[src/hw/rtl/adjacency_matrix_dfs_engine_top_assert.svh]
// ----------------------------------------------------------------------------
// Assertion macros for the adjacency matrix DFS engine
// Implication checks clocked on clk and disabled while arst_n is low.
// ----------------------------------------------------------------------------
`ifndef ADJACENCY_MATRIX_DFS_ENGINE_TOP_ASSERT_SVH
`define ADJACENCY_MATRIX_DFS_ENGINE_TOP_ASSERT_SVH

`ifndef NO_ASSERTIONS

// same-cycle implication
`define ADMS_ASSERT_IMPL(lbl, ante, cons, msg) \
	lbl: assert property (@(posedge clk) disable iff (!arst_n) (ante) |-> (cons)) \
		else $error(msg);

// next-cycle implication
`define ADMS_ASSERT_NEXT(lbl, ante, cons, msg) \
	lbl: assert property (@(posedge clk) disable iff (!arst_n) (ante) |=> (cons)) \
		else $error(msg);

`else

`define ADMS_ASSERT_IMPL(lbl, ante, cons, msg)
`define ADMS_ASSERT_NEXT(lbl, ante, cons, msg)

`endif

`endif

[src/hw/rtl/adms_pkg.sv]
// ----------------------------------------------------------------------------
// adms_pkg
// Shared types, request and status codes, and controller/datapath commands.
// ----------------------------------------------------------------------------
package adms_pkg;

	localparam int MAX_VERTICES = 64;
	localparam int VTX_W        = $clog2(MAX_VERTICES);
	localparam int CNT_W        = $clog2(MAX_VERTICES + 1);

	localparam logic [2:0] MODE_LOAD   = 3'd0;
	localparam logic [2:0] MODE_INSERT = 3'd1;
	localparam logic [2:0] MODE_DELETE = 3'd2;
	localparam logic [2:0] MODE_SEARCH = 3'd3;
	localparam logic [2:0] MODE_DFS    = 3'd4;

	localparam logic [1:0] ST_DONE    = 2'd0;
	localparam logic [1:0] ST_PRESENT = 2'd1;
	localparam logic [1:0] ST_ABSENT  = 2'd2;
	localparam logic [1:0] ST_RANGE   = 2'd3;

	typedef struct packed {
		logic [2:0]  mode;
		logic [5:0]  vertex_a;
		logic [5:0]  vertex_b;
		logic [63:0] row_bits;
	} req_t;

	typedef struct packed {
		logic [1:0] status;
		logic [5:0] vertex;
		logic       last;
	} rsp_t;

	typedef enum logic [3:0] {
		DP_NOP,
		DP_LATCH,
		DP_LOAD,
		DP_RD_A,
		DP_WR_A_RD_B,
		DP_WR_B,
		DP_DFS_INIT,
		DP_PUSH,
		DP_POP,
		DP_TOP,
		DP_FINISH
	} dp_op_t;

	typedef struct packed {
		dp_op_t     op;
		logic       emit;
		logic [1:0] status;
		logic       last;
		logic       use_pend;
	} dp_cmd_t;

	typedef struct packed {
		logic [2:0] mode;
		logic       mode_bad;
		logic       range_bad;
		logic       bit_ab;
		logic       found;
		logic       depth_one;
	} dp_stat_t;

endpackage

[src/hw/rtl/adms_ctrl.sv]
// ----------------------------------------------------------------------------
// adms_ctrl
// Request sequencer: decodes a request, steps the matrix read-modify-write
// and drives the depth-first walk push and pop steps.
// ----------------------------------------------------------------------------
`include "adjacency_matrix_dfs_engine_top_assert.svh"

module adms_ctrl
	import adms_pkg::*;
(
	input  logic     clk,
	input  logic     arst_n,
	input  logic     start,
	input  dp_stat_t stat,
	output logic     busy,
	output dp_cmd_t  cmd
);

	typedef enum logic [2:0] {
		S_IDLE,
		S_DECODE,
		S_EDGE_CHK,
		S_EDGE_WR_B,
		S_DFS_SCAN,
		S_DFS_TOP
	} state_t;

	state_t state_q;
	state_t state_d;

	always_comb begin
		state_d      = state_q;
		cmd.op       = DP_NOP;
		cmd.emit     = 1'b0;
		cmd.status   = ST_DONE;
		cmd.last     = 1'b0;
		cmd.use_pend = 1'b0;
		case (state_q)
			S_IDLE: begin
				if (start) begin
					cmd.op  = DP_LATCH;
					state_d = S_DECODE;
				end
			end
			S_DECODE: begin
				if (stat.mode_bad) begin
					cmd.emit = 1'b1;
					cmd.last = 1'b1;
					state_d  = S_IDLE;
				end else if (stat.range_bad) begin
					cmd.emit   = 1'b1;
					cmd.status = ST_RANGE;
					cmd.last   = 1'b1;
					state_d    = S_IDLE;
				end else begin
					case (stat.mode)
						MODE_LOAD: begin
							cmd.op   = DP_LOAD;
							cmd.emit = 1'b1;
							cmd.last = 1'b1;
							state_d  = S_IDLE;
						end
						MODE_INSERT, MODE_DELETE, MODE_SEARCH: begin
							cmd.op  = DP_RD_A;
							state_d = S_EDGE_CHK;
						end
						MODE_DFS: begin
							cmd.op  = DP_DFS_INIT;
							state_d = S_DFS_SCAN;
						end
						default: begin
							cmd.emit = 1'b1;
							cmd.last = 1'b1;
							state_d  = S_IDLE;
						end
					endcase
				end
			end
			S_EDGE_CHK: begin
				if (stat.mode == MODE_SEARCH) begin
					cmd.emit   = 1'b1;
					cmd.status = stat.bit_ab ? ST_PRESENT : ST_ABSENT;
					cmd.last   = 1'b1;
					state_d    = S_IDLE;
				end else if (stat.mode == MODE_DELETE && !stat.bit_ab) begin
					cmd.emit   = 1'b1;
					cmd.status = ST_ABSENT;
					cmd.last   = 1'b1;
					state_d    = S_IDLE;
				end else begin
					cmd.op  = DP_WR_A_RD_B;
					state_d = S_EDGE_WR_B;
				end
			end
			S_EDGE_WR_B: begin
				cmd.op   = DP_WR_B;
				cmd.emit = 1'b1;
				cmd.last = 1'b1;
				state_d  = S_IDLE;
			end
			S_DFS_SCAN: begin
				// each visit is held as pending and sent by a later push or the finish, so the final one can carry last
				if (stat.found) begin
					cmd.op       = DP_PUSH;
					cmd.emit     = 1'b1;
					cmd.use_pend = 1'b1;
				end else if (stat.depth_one) begin
					cmd.op       = DP_FINISH;
					cmd.emit     = 1'b1;
					cmd.use_pend = 1'b1;
					cmd.last     = 1'b1;
					state_d      = S_IDLE;
				end else begin
					cmd.op  = DP_POP;
					state_d = S_DFS_TOP;
				end
			end
			S_DFS_TOP: begin
				cmd.op  = DP_TOP;
				state_d = S_DFS_SCAN;
			end
			default: begin
				state_d = S_IDLE;
			end
		endcase
	end

	always_ff @(posedge clk or negedge arst_n) begin
		if (!arst_n) begin
			state_q <= S_IDLE;
		end else begin
			state_q <= state_d;
		end
	end

	assign busy = (state_q != S_IDLE);

	`ADMS_ASSERT_IMPL(a_idle_quiet, state_q == S_IDLE, !cmd.emit, "result beat from idle state")
	`ADMS_ASSERT_NEXT(a_last_ends, cmd.emit && cmd.last, state_q == S_IDLE, "request kept running past its last beat")

endmodule
[config.mk]
export PLATFORM = sky130hd
export DESIGN_NAME = adms_ctrl
export DESIGN_NICKNAME = d
export VERILOG_FILES = /design/src/hw/rtl/adms_pkg.sv /design/src/hw/rtl/adms_ctrl.sv
export VERILOG_INCLUDE_DIRS = /design/src /design/src/hw/rtl
export SDC_FILE = /design/constraint.sdc
export NUM_CORES = 1
export LEC_CHECK = 0
export BUFFER_PORTS_ARGS = -buffer_cell sky130_fd_sc_hd__buf_4
export CAP_MARGIN = 20
export CORE_AREA = 2 2 39 41
export DETAILED_ROUTE_END_ITERATION = 7
export DIE_AREA = 0 0 41 43
export PLACE_DENSITY = 0.6
export SLEW_MARGIN = 20
export SYNTH_ARGS = -nofsm -noshare
export SYNTH_HDL_FRONTEND = slang
export SYNTH_SLANG_ARGS = --single-unit
export TNS_END_PERCENT = 5
[constraint.sdc]
create_clock -name clk -period 3.2 [get_ports clk]
set_clock_uncertainty 0.1 [all_clocks]
set_input_delay 0.32 -clock clk [delete_from_list [all_inputs] [get_ports clk]]
set_output_delay 0.32 -clock clk [all_outputs]
set_load 0.01 [all_outputs]
==> results.yml, run 1 <==
synthesis:
  synth_cell_type_count: 22
  yosys-top-cells-area: "sky130_fd_sc_hd__dfrtp_1 (20%), sky130_fd_sc_hd__o21ai_1 (9.1%), sky130_fd_sc_hd__nand2_1 (7.8%)"
  yosys.cell_count.top_type: "sky130_fd_sc_hd__nand2_1"
  most_numerous_cell_types_in_the_synthesized_netlist: "sky130_fd_sc_hd__nand2_1 (8), sky130_fd_sc_hd__nor2_1 (7), sky130_fd_sc_hd__o21ai_1 (7)"
  yosys_register_bits: 3
  yosys_warnings: 0
  synthesis.area_sq_um: 384
  dominantRegCellSynth: "sky130_fd_sc_hd__dfrtp_1"
  synthDominantAreaCellType: "sky130_fd_sc_hd__dfrtp_1"
  synth_async_sr_flop_share_pct: 100
  syn_nets: 68
  seq_area_frac_synth_pct: 19.5
  syn-mean-instance-area_sq_um: 6.74
  synthesis.instances: 57
  post-synth-top-area-fraction_pct: 19.5
  post_synth_edffs: 0
clock_network:
  clkSinkCount: 3
  worstSkewPairLatency_ns: 0.23
  clk_pin_slew_worst_paths_ns: 0.03
  cts-root-buf: "sky130_fd_sc_hd__clkbuf_4"
  tritoncts: "done"
  cts_max_level: 1
  numCtsBuffers: 3
  cts-root-to-sink-buffers: 2
layout:
  final_layout_size_suffix_gt1_share_pct: 31.3
  multiInputGateArea_sq_um: 292
  biggestRegsByFlops: "state_q x3"
  seqCellArea_sq_um: 75.1
  flip_flop_count_of_the_largest_register_all_copies_and_words_added: 3
  count_of_antenna_diodes_in_the_layout: 0
  nFillCells: 165
  layout.nets: 92
  regMostFlops: "state_q"
  layout-area-overhead-vs-synth_pct: 51.1
sta:
  max_slew_vio_count: 0
  rsz0062_at_grt: "no"
  maxSlewHeadroom_pct: 77.5
  period_minus_slack_ns: 2.03
  finalSetupTns_ns: 0
  max_freq_ghz: 0.493
  period_share_pct: 63.4
  setup_violations: 0
  postLayoutSetupSlackWorst_ns: 1.17
  hold_fails_final_rpt: 0
  tightest_slew_ns: 0.336
critical_path:
  ff2ff_path_depth: 3
  cpMaxStageDelayCell: "sky130_fd_sc_hd__or4b_1"
  critical_path.endpoint: "cmd[2]"
  ordered_list_of_cells_on_the_worst_path: "nand2b_4 > or4b_1 > o21ai_1 > buf_4"
  critical_path.max_stage_delay_ns: 0.50
  worst_ep_required_time_ns: 2.78
  critPathMaxFanout: 9
  worst_r2r_endpoint: "state_q[2]"
  cp-startpoint: "state_q[2]"
  crit_arrival_ns: 1.61
  setup.reg_to_reg.worst_slack_ns: 1.80
  crit_path_start_kind: "flip-flop"
  critPathKind: "flip-flop to output pin"
  endpoint_kind: "output pin"
  reg2reg_from: "state_q[1]"
detailed_routing:
  drt-pass1-iter-count: 4
  initialDrtViolationCount: 11
  finalWirelength_um: 951
  dr_total_vias: 465
  wire_per_inst_um: 9.91
  antenna_violating_nets_post_route: 0
  drc_errors: 0
  vias_per_cell: 4.84
power:
  leakagePower_nw: 0.280
  ir_drop_mv: 0.233
  power_per_cell_area_nw_per_um2: 625
hold_path:
  hold_path_class: "primary input to flip-flop"
flow_run:
  max_cap_violations: 0
die:
  fp.dieH_um: 43
  num_io_pins: 21
  placeableCoreArea_sq_um: 1380
  die_area_sq_um: 1760
  placementRows: 14
  start_util_pct: 27.8
  floorplan.die.width_um: 41
global_routing:
  grt_first_pass_wirelength_um: 1510
  overflow: 0
  vias_in_the_first_global_route: 379
  grt_start_max_net_pins: 12
  number_of_antenna_violations_at_the_first_check_in_global_routing: 0
  grt_usage_pct: 12.7
place:
  dp_hpwl_um: 790
  routabilityCongestion: 0.731
  placement.io_buffers: 20
  detailedPlace.worstSlack_ns: 1.42
outcome:
  result_of_the_run: "completed"
[how the worst min path moves through the flow]
stage	cells after the start	startpoint	slack [ns]	end
2_1_floorplan	0	arst_n	-0.08	state_q[0]
3_3_place_gp	1	arst_n	0.008	state_q[1]
3_5_place_dp	1	arst_n	0.01	state_q[1]
4_1_cts	3	stat[1]	0.29	state_q[2]
5_1_grt	3	stat[1]	0.32	state_q[2]
6_report	3	stat[1]	0.30	state_q[2]
[repair_timing]
action	in CTS	in global routing
resized for setup	0	0
hold buffers	1	0
hold endpoints to repair	3	0
setup buffers	0	0
endpoints found under the setup margin	0	0
[layer usage]
metal / part of all wire, % / up-vias / track usage, %
met5: 0 / - / 0
met4: 0 / 0 / 6.00
met3: 7.9 / 0 / 4.71
met2: 46 / 20 / 17.2
met1: 46 / 197 / 17.1
li1: - / 248 / -
[layout by cell type, fill, tap and decap left out]
cell	count
sky130_fd_sc_hd__nor4_4	1
sky130_fd_sc_hd__a22o_1	2
sky130_fd_sc_hd__or3_1	1
sky130_fd_sc_hd__dfrtp_1	3
sky130_fd_sc_hd__nor2_1	7
sky130_fd_sc_hd__nand2b_4	1
sky130_fd_sc_hd__o22ai_1	1
sky130_fd_sc_hd__o21ai_0	3
sky130_fd_sc_hd__nor3_1	1
sky130_fd_sc_hd__buf_4	20
sky130_fd_sc_hd__nand2_1	8
sky130_fd_sc_hd__clkbuf_4	3
sky130_fd_sc_hd__inv_1	2
sky130_fd_sc_hd__nor2b_1	3
sky130_fd_sc_hd__o21ai_1	7
sky130_fd_sc_hd__a31oi_1	2
sky130_fd_sc_hd__clkbuf_1	1
sky130_fd_sc_hd__nand2b_1	3
sky130_fd_sc_hd__xnor2_1	1
sky130_fd_sc_hd__or3b_1	1
sky130_fd_sc_hd__dlygate4sd3_1	1
sky130_fd_sc_hd__or4b_1	1
sky130_fd_sc_hd__nand3_1	3
sky130_fd_sc_hd__a21oi_1	3
sky130_fd_sc_hd__nand3b_1	1
[stage by stage]
stage | cells | total power, mW | instance area (sq um) | utilization [%] | hold WS (ns)
2_1_floorplan | 57 | 0.208 | 384 | - | -0.0756
3_3_place_gp | 91 | 0.299 | 544 | 39.3 | 0.00826
3_5_place_dp | 91 | 0.300 | 544 | 39.3 | 0.00994
4_1_cts | 96 | 0.368 | 581 | 42.0 | 0.288
5_1_grt | 96 | 0.397 | 581 | 42.0 | 0.319
6_report | 96 | 0.363 | 581 | 42.0 | 0.298
[report_power, final]
part	total [mW]	internal (mW)	leakage [nW]	switching, mW
clock network	0.0636	0.0466	0.0150	0.0170
logic	0.221	0.114	0.225	0.107
registers	0.0780	0.0492	0.0398	0.0289
[final cells by class]
class	count	area share, %
clock buffer	4	4.53
inverter	2	1.29
multi-input combinational	50	50.2
sequential	3	12.9
tap	16	3.45
timing repair buffer	21	27.6
[kinds of logic (layout without fill, tap and decap cells)]
family	count (synthesis)	in the layout	share of synthesized area (%)
xor gates and xnor gates	1	1	2.28
buffers and inverters	4	27	4.56
and+or+nand+nor	31	31	47.2
AOI/OAI and AO/OA	18	18	26.4
DFF	3	3	19.5
[critical path: cells and delay by family (launching register included)]
family | cells | cell delay [ns]
buffers and inverters | 1 | 0.14
AND/OR/NAND/NOR | 2 | 0.69
flip-flops | 1 | 0.44
AO/OA/AOI/OAI | 1 | 0.11
(Power assumes the default switching activity.)
==> run 2: changes to the inputs <==
ABC_AREA = 1   (was not set)
PLACE_DENSITY = 0.61   (was 0.6)
clock period = 1.9 ns   (was 3.2 ns; I/O delays follow)
==> run 2 against run 1 <==
Non-clock buffer count unchanged. Setup slack worse by 1.0 ns. Final cell count up 15%. Sequential share of layout area down 0.48 points. Sequential power up 51%. Register-to-register slack worse by 1.2 ns. Design area up 3.9%. Critical path depth up 3. Total power up 67%. Synthesized cell count up 21%. Critical endpoint is now cmd[4]. Highest routed layer is now met4.
==> results.yml, run 2 <==
outcome:
  result_of_the_run: "completed"
die:
  die_area_sq_um: 1760
  placementRows: 14
  start_util_pct: 28.7
  placeableCoreArea_sq_um: 1380
  floorplan.die.width_um: 41
  fp.dieH_um: 43
  num_io_pins: 21
critical_path:
  setup.reg_to_reg.worst_slack_ns: 0.56
  critical_path_buf_inv_count: 2
  ff2ff_path_depth: 6
  cpMaxStageDelayCell: "sky130_fd_sc_hd__dfrtp_1"
  critical_path.max_stage_delay_ns: 0.46
  crit_path_start_kind: "flip-flop"
  worst_ep_required_time_ns: 1.61
  worst_r2r_endpoint: "state_q[2]"
  critical-path-top-delay-family: "simple AND/OR/NAND/NOR gates"
  crit_arrival_ns: 1.45
  reg2reg_from: "state_q[0]"
  endpoint_kind: "output pin"
  critPathMaxFanout: 6
  critPathKind: "flip-flop to output pin"
  ordered_list_of_cells_on_the_worst_path: "nor2_2 > nand2_2 > inv_2 > nand2_2 > nand2_1 > nand3b_1 > buf_4"
  worst_path_most_repeated_cell: "sky130_fd_sc_hd__nand2_2"
layout:
  layout.cells.most_common_list: "sky130_fd_sc_hd__nand2_1 (22), sky130_fd_sc_hd__buf_4 (20), sky130_fd_sc_hd__inv_1 (12), sky130_fd_sc_hd__nand3_1 (7), sky130_fd_sc_hd__o21ai_1 (4)"
  final_layout_size_suffix_gt1_share_pct: 36.2
  final_common_cell: "sky130_fd_sc_hd__nand2_1"
  layout.nets: 106
  layout-area-overhead-vs-synth_pct: 52.1
  biggestRegsByFlops: "state_q x3"
  count_of_antenna_diodes_in_the_layout: 0
  flip_flop_count_of_the_largest_register_all_copies_and_words_added: 3
  nFillCells: 154
  finalCoreUtilization_pct: 43.6
  regMostFlops: "state_q"
detailed_routing:
  vias_per_cell: 4.66
  wire_per_inst_um: 9.29
  finalWirelength_um: 1020
  drc_errors: 0
  routed-wl-met2_um: 537
  detail_route.wirelength.met1_um: 413
  dr_total_vias: 513
  antenna_violating_nets_post_route: 0
  amount_of_wire_on_met3_after_detailed_routing_um: 49
  drt-pass1-iter-count: 4
  initialDrtViolationCount: 4
  top_signal_layer_used: "met4"
flow_run:
  max_cap_violations: 0
synthesis:
  yosys_warnings: 0
  most_numerous_cell_types_in_the_synthesized_netlist: "sky130_fd_sc_hd__nand2_1 (22), sky130_fd_sc_hd__inv_1 (12), sky130_fd_sc_hd__nand3_1 (7)"
  post_synth_xor_xnor_area_pct: 0
  synth-compound-area-share_pct: 10.1
  synthesis.area_sq_um: 397
  yosys_register_bits: 3
  synthDominantAreaCellType: "sky130_fd_sc_hd__nand2_1"
  muxShareOfSynthArea_pct: 0
  synthAdderAreaFrac_pct: 0
  syn-mean-instance-area_sq_um: 5.75
  synthSimpleGateAreaFrac_pct: 57.7
  synth_cell_type_count: 16
  seq_area_frac_synth_pct: 18.9
  syn_nets: 80
  yosys-top-cells-area: "sky130_fd_sc_hd__nand2_1 (21%), sky130_fd_sc_hd__dfrtp_1 (19%), sky130_fd_sc_hd__inv_1 (11%)"
  dominantRegCellSynth: "sky130_fd_sc_hd__dfrtp_1"
  synth_async_sr_flop_share_pct: 100
  yosys.cell_count.top_type: "sky130_fd_sc_hd__nand2_1"
  largest_family_of_logic_cells_by_synthesized_area: "simple AND/OR/NAND/NOR gates"
  synthesis.instances: 69
  post_synth_edffs: 0
  post-synth-top-area-fraction_pct: 20.8
clock_network:
  cts-root-buf: "sky130_fd_sc_hd__clkbuf_4"
  clkSinkCount: 3
  tritoncts: "done"
  clk_pin_slew_worst_paths_ns: 0.04
  cts-root-to-sink-buffers: 2
  numCtsBuffers: 3
  cts_max_level: 1
  worstSkewPairLatency_ns: 0.24
place:
  routabilityCongestion: 0.921
  placement.io_buffers: 20
  detailedPlace.worstSlack_ns: 0.418
  dp_hpwl_um: 860
hold_path:
  hold_path_class: "primary input to flip-flop"
  timing.hold.worst_endpoint: "state_q[2]"
  hold_depth: 3
  worstHoldStart: "stat[1]"
power:
  power_per_cell_area_nw_per_um2: 1000
  ir_drop_mv: 0.534
  leakagePower_nw: 0.370
global_routing:
  grt_start_max_net_pins: 7
  overflow: 0
  vias_in_the_first_global_route: 445
  number_of_antenna_violations_at_the_first_check_in_global_routing: 0
  grt_first_pass_wirelength_um: 1680
  grt_usage_pct: 14.3
sta:
  setup_violations: 0
  tightest_slew_ns: 0.262
  hold_ws_ns: 0.171
  period_share_pct: 91.4
  hold_fails_final_rpt: 0
  max_freq_ghz: 0.576
  postLayoutSetupSlackWorst_ns: 0.164
  maxSlewHeadroom_pct: 82.6
  rsz0062_at_grt: "no"
  period_minus_slack_ns: 1.74
  max_slew_vio_count: 0
  finalSetupTns_ns: 0
[run 2: routing by layer]
| layer | up-vias | global-route usage (%) |
|---|---|---|
| met2 | 13 | 21.6 |
| met3 | 2 | 3.14 |
| met1 | 230 | 16.8 |
| met4 | 0 | 10.0 |
| li1 | 268 | - |
| met5 | - | 0 |
[run 2: logic make-up after synthesis]
family	count (synthesis)
AOI/OAI and AO/OA	7
buffers and inverters	14
and+or+nand+nor	45
DFF	3
[run 2: worst max-delay path by stage]
stage | slack [ns] | end | from | cells after the start
final | 0.16 | cmd[4] | state_q[0] | 7
after global routing | 0.07 | cmd[4] | state_q[0] | 7
after CTS | 0.15 | cmd[4] | state_q[0] | 7
after detailed placement | 0.42 | cmd[4] | state_q[0] | 7
after global placement | 0.44 | cmd[4] | state_q[0] | 7
after floorplan | 0.61 | cmd[4] | state_q[0] | 6
[run 2: timing repair]
item	4_1_cts	5_1_grt
endpoints found under the hold margin	3	0
buffers inserted	0	0
resized for setup	0	0
hold buffers	1	0
[run 2: cell type report]
class / count / area, sq um / share of cell area [%]
multi-input cells: 52 / 269 / 44.6
well taps: 16 / 20.0 / 3.32
clock buffers: 4 / 26.3 / 4.36
repair buffers: 21 / 160 / 26.6
inverters: 14 / 52.6 / 8.71
flip-flops and latches: 3 / 75.1 / 12.4
[run 2: power breakdown]
group | total, mW | internal [mW] | leakage (nW) | switching, mW
Combinational | 0.369 | 0.175 | 0.315 | 0.194
Clock | 0.117 | 0.0790 | 0.0150 | 0.0383
Sequential | 0.118 | 0.0823 | 0.0397 | 0.0361
[run 2: metrics by stage]
| step | power (mW) | cells | area [sq um] |
|---|---|---|---|
| floorplan | 0.331 | 69 | 397 |
| global placement | 0.492 | 105 | 567 |
| detailed placement | 0.490 | 105 | 567 |
| CTS | 0.615 | 110 | 603 |
| global route | 0.664 | 110 | 603 |
| finish | 0.605 | 110 | 603 |
[run 2: tightest hold or removal path, stage by stage]
cell	delay, ns
sky130_fd_sc_hd__buf_4	0.12
sky130_fd_sc_hd__nand3_2	0.10
sky130_fd_sc_hd__nand2_1	0.06
==> run 3: changes to the inputs <==
CTS_BUF_LIST = sky130_fd_sc_hd__clkbuf_8 sky130_fd_sc_hd__clkbuf_16   (was not set)
==> run 3 against run 2 <==
Total power up 11%. Clock power up 56%. Via count stayed put. Critical path type unchanged.
==> results.yml, run 3 (same netlist as run 2, synthesis figures left out) <==
outcome:
  result_of_the_run: "completed"
sta:
  tightest_slew_ns: 0.262
  setup_violations: 0
  max_freq_ghz: 0.584
  maxSlewHeadroom_pct: 82.6
  period_share_pct: 90.2
  finalSetupTns_ns: 0
  rsz0062_at_grt: "no"
  period_minus_slack_ns: 1.71
  hold_fails_final_rpt: 0
  max_slew_vio_count: 0
layout:
  regMostFlops: "state_q"
  nFillCells: 150
  final_common_cell: "sky130_fd_sc_hd__nand2_1"
  count_of_antenna_diodes_in_the_layout: 0
  biggestRegsByFlops: "state_q x3"
  flip_flop_count_of_the_largest_register_all_copies_and_words_added: 3
  multiInputGateArea_sq_um: 269
  final_layout_size_suffix_gt1_share_pct: 36.2
  layout.cells.most_common_list: "sky130_fd_sc_hd__nand2_1 (22), sky130_fd_sc_hd__buf_4 (20), sky130_fd_sc_hd__inv_1 (13), sky130_fd_sc_hd__nand3_1 (7), sky130_fd_sc_hd__o21ai_1 (4)"
  layout.nets: 106
  post_layout_nonfiller_instances: 110
  layout-area-overhead-vs-synth_pct: 56.8
  seqCellArea_sq_um: 75.1
die:
  placementRows: 14
  fp.dieH_um: 43
  num_io_pins: 21
  start_util_pct: 28.7
  placeableCoreArea_sq_um: 1380
  die_area_sq_um: 1760
  floorplan.die.width_um: 41
place:
  routabilityCongestion: 0.921
  dp_hpwl_um: 860
  placed_cells: 105
  placement.io_buffers: 20
power:
  ir_drop_mv: 0.544
  power_per_cell_area_nw_per_um2: 1080
  leakagePower_nw: 0.382
global_routing:
  vias_in_the_first_global_route: 441
  grt_usage_pct: 14.4
  grt_start_max_net_pins: 7
  grt_first_pass_wirelength_um: 1690
  overflow: 0
  number_of_antenna_violations_at_the_first_check_in_global_routing: 0
clock_network:
  cts-root-to-sink-buffers: 2
  cts-root-buf: "sky130_fd_sc_hd__clkbuf_8"
  tritoncts: "done"
  post_cts_setup_driven_buffer_insertion_count: 0
  worstSkewPairLatency_ns: 0.22
  cts_max_level: 1
  post_cts.resized_instances: 0
  holdBufCountCts: 1
  clk_pin_slew_worst_paths_ns: 0.03
  numCtsBuffers: 3
  clkSinkCount: 3
critical_path:
  crit_arrival_ns: 1.42
  endpoint_kind: "output pin"
  critical_path.max_stage_delay_ns: 0.45
  critical-path-top-delay-family: "simple AND/OR/NAND/NOR gates"
  worst_ep_required_time_ns: 1.61
  cpMaxStageDelayCell: "sky130_fd_sc_hd__dfrtp_1"
  setup.reg_to_reg.worst_slack_ns: 0.56
  worst_path_most_repeated_cell: "sky130_fd_sc_hd__nand2_2"
  crit_path_start_kind: "flip-flop"
  critPathKind: "flip-flop to output pin"
  critical_path_buf_inv_count: 2
  ordered_list_of_cells_on_the_worst_path: "nor2_2 > nand2_2 > inv_2 > nand2_2 > nand2_1 > nand3b_1 > buf_4"
  critPathMaxFanout: 6
detailed_routing:
  drt-pass1-iter-count: 4
  finalWirelength_um: 1030
  wire_per_inst_um: 9.32
  drc_errors: 0
  vias_per_cell: 4.66
  dr_total_vias: 513
  initialDrtViolationCount: 4
  antenna_violating_nets_post_route: 0
hold_path:
  hold_path_class: "primary input to flip-flop"
flow_run:
  max_cap_violations: 0
run 3: changes by cell type in the layout (fill, tap and decap cells not counted):
cell / before / now
sky130_fd_sc_hd__clkbuf_1: 1 / 0
sky130_fd_sc_hd__inv_1: 12 / 13
sky130_fd_sc_hd__clkbuf_4: 3 / 0
sky130_fd_sc_hd__clkbuf_8: 0 / 3
run 3: worst paths after layout:
check	startpoint	endpoint	depth (start not counted)
worst max-delay path	state_q[0]	cmd[4]	7
min in group asynchronous	arst_n	state_q[2]	2
worst min-delay path	stat[1]	state_q[2]	3
max in group asynchronous	arst_n	state_q[1]	2
worst min register to register	state_q[1]	state_q[2]	3
worst max register to register	state_q[0]	state_q[2]	6
run 3: routing by layer:
layer	vias up	routed length, um	GRT usage, %
met4	0	21	10.0
met1	230	415	17.1
met2	13	539	21.6
met5	-	0	0
li1	268	-	-
met3	2	49	3.14
run 3: worst min-delay path: stages:
cell	delay [ns]
sky130_fd_sc_hd__buf_4	0.12
sky130_fd_sc_hd__nand3_2	0.10
sky130_fd_sc_hd__nand2_1	0.06
run 3: area by class of cell:
cell class	count	share of cell area [%]
Multi-Input combinational cell	52	43.3
Timing Repair Buffer	21	25.8
Sequential cell	3	12.1
Inverter	14	8.45
Clock buffer	3	6.64
Tap cell	16	3.22
Clock inverter	1	0.604
run 3: report_power, final:
group	switching [mW]	leakage, nW	internal (mW)
combinational	0.194	0.315	0.175
clock	0.0456	0.0269	0.138
sequential	0.0361	0.0397	0.0824
run 3: stage by stage:
| stage | setup slack, ns | hold slack [ns] | cell area [sq um] | util [%] | total power, mW |
|---|---|---|---|---|---|
| floorplan | 0.606 | -0.206 | 397 | - | 0.331 |
| global placement | 0.438 | -0.120 | 567 | 41.0 | 0.492 |
| detailed placement | 0.418 | -0.119 | 567 | 41.0 | 0.490 |
| CTS | 0.177 | 0.188 | 622 | 44.9 | 0.682 |
| global route | 0.101 | 0.203 | 622 | 44.9 | 0.728 |
| finish | 0.187 | 0.195 | 622 | 44.9 | 0.671 |
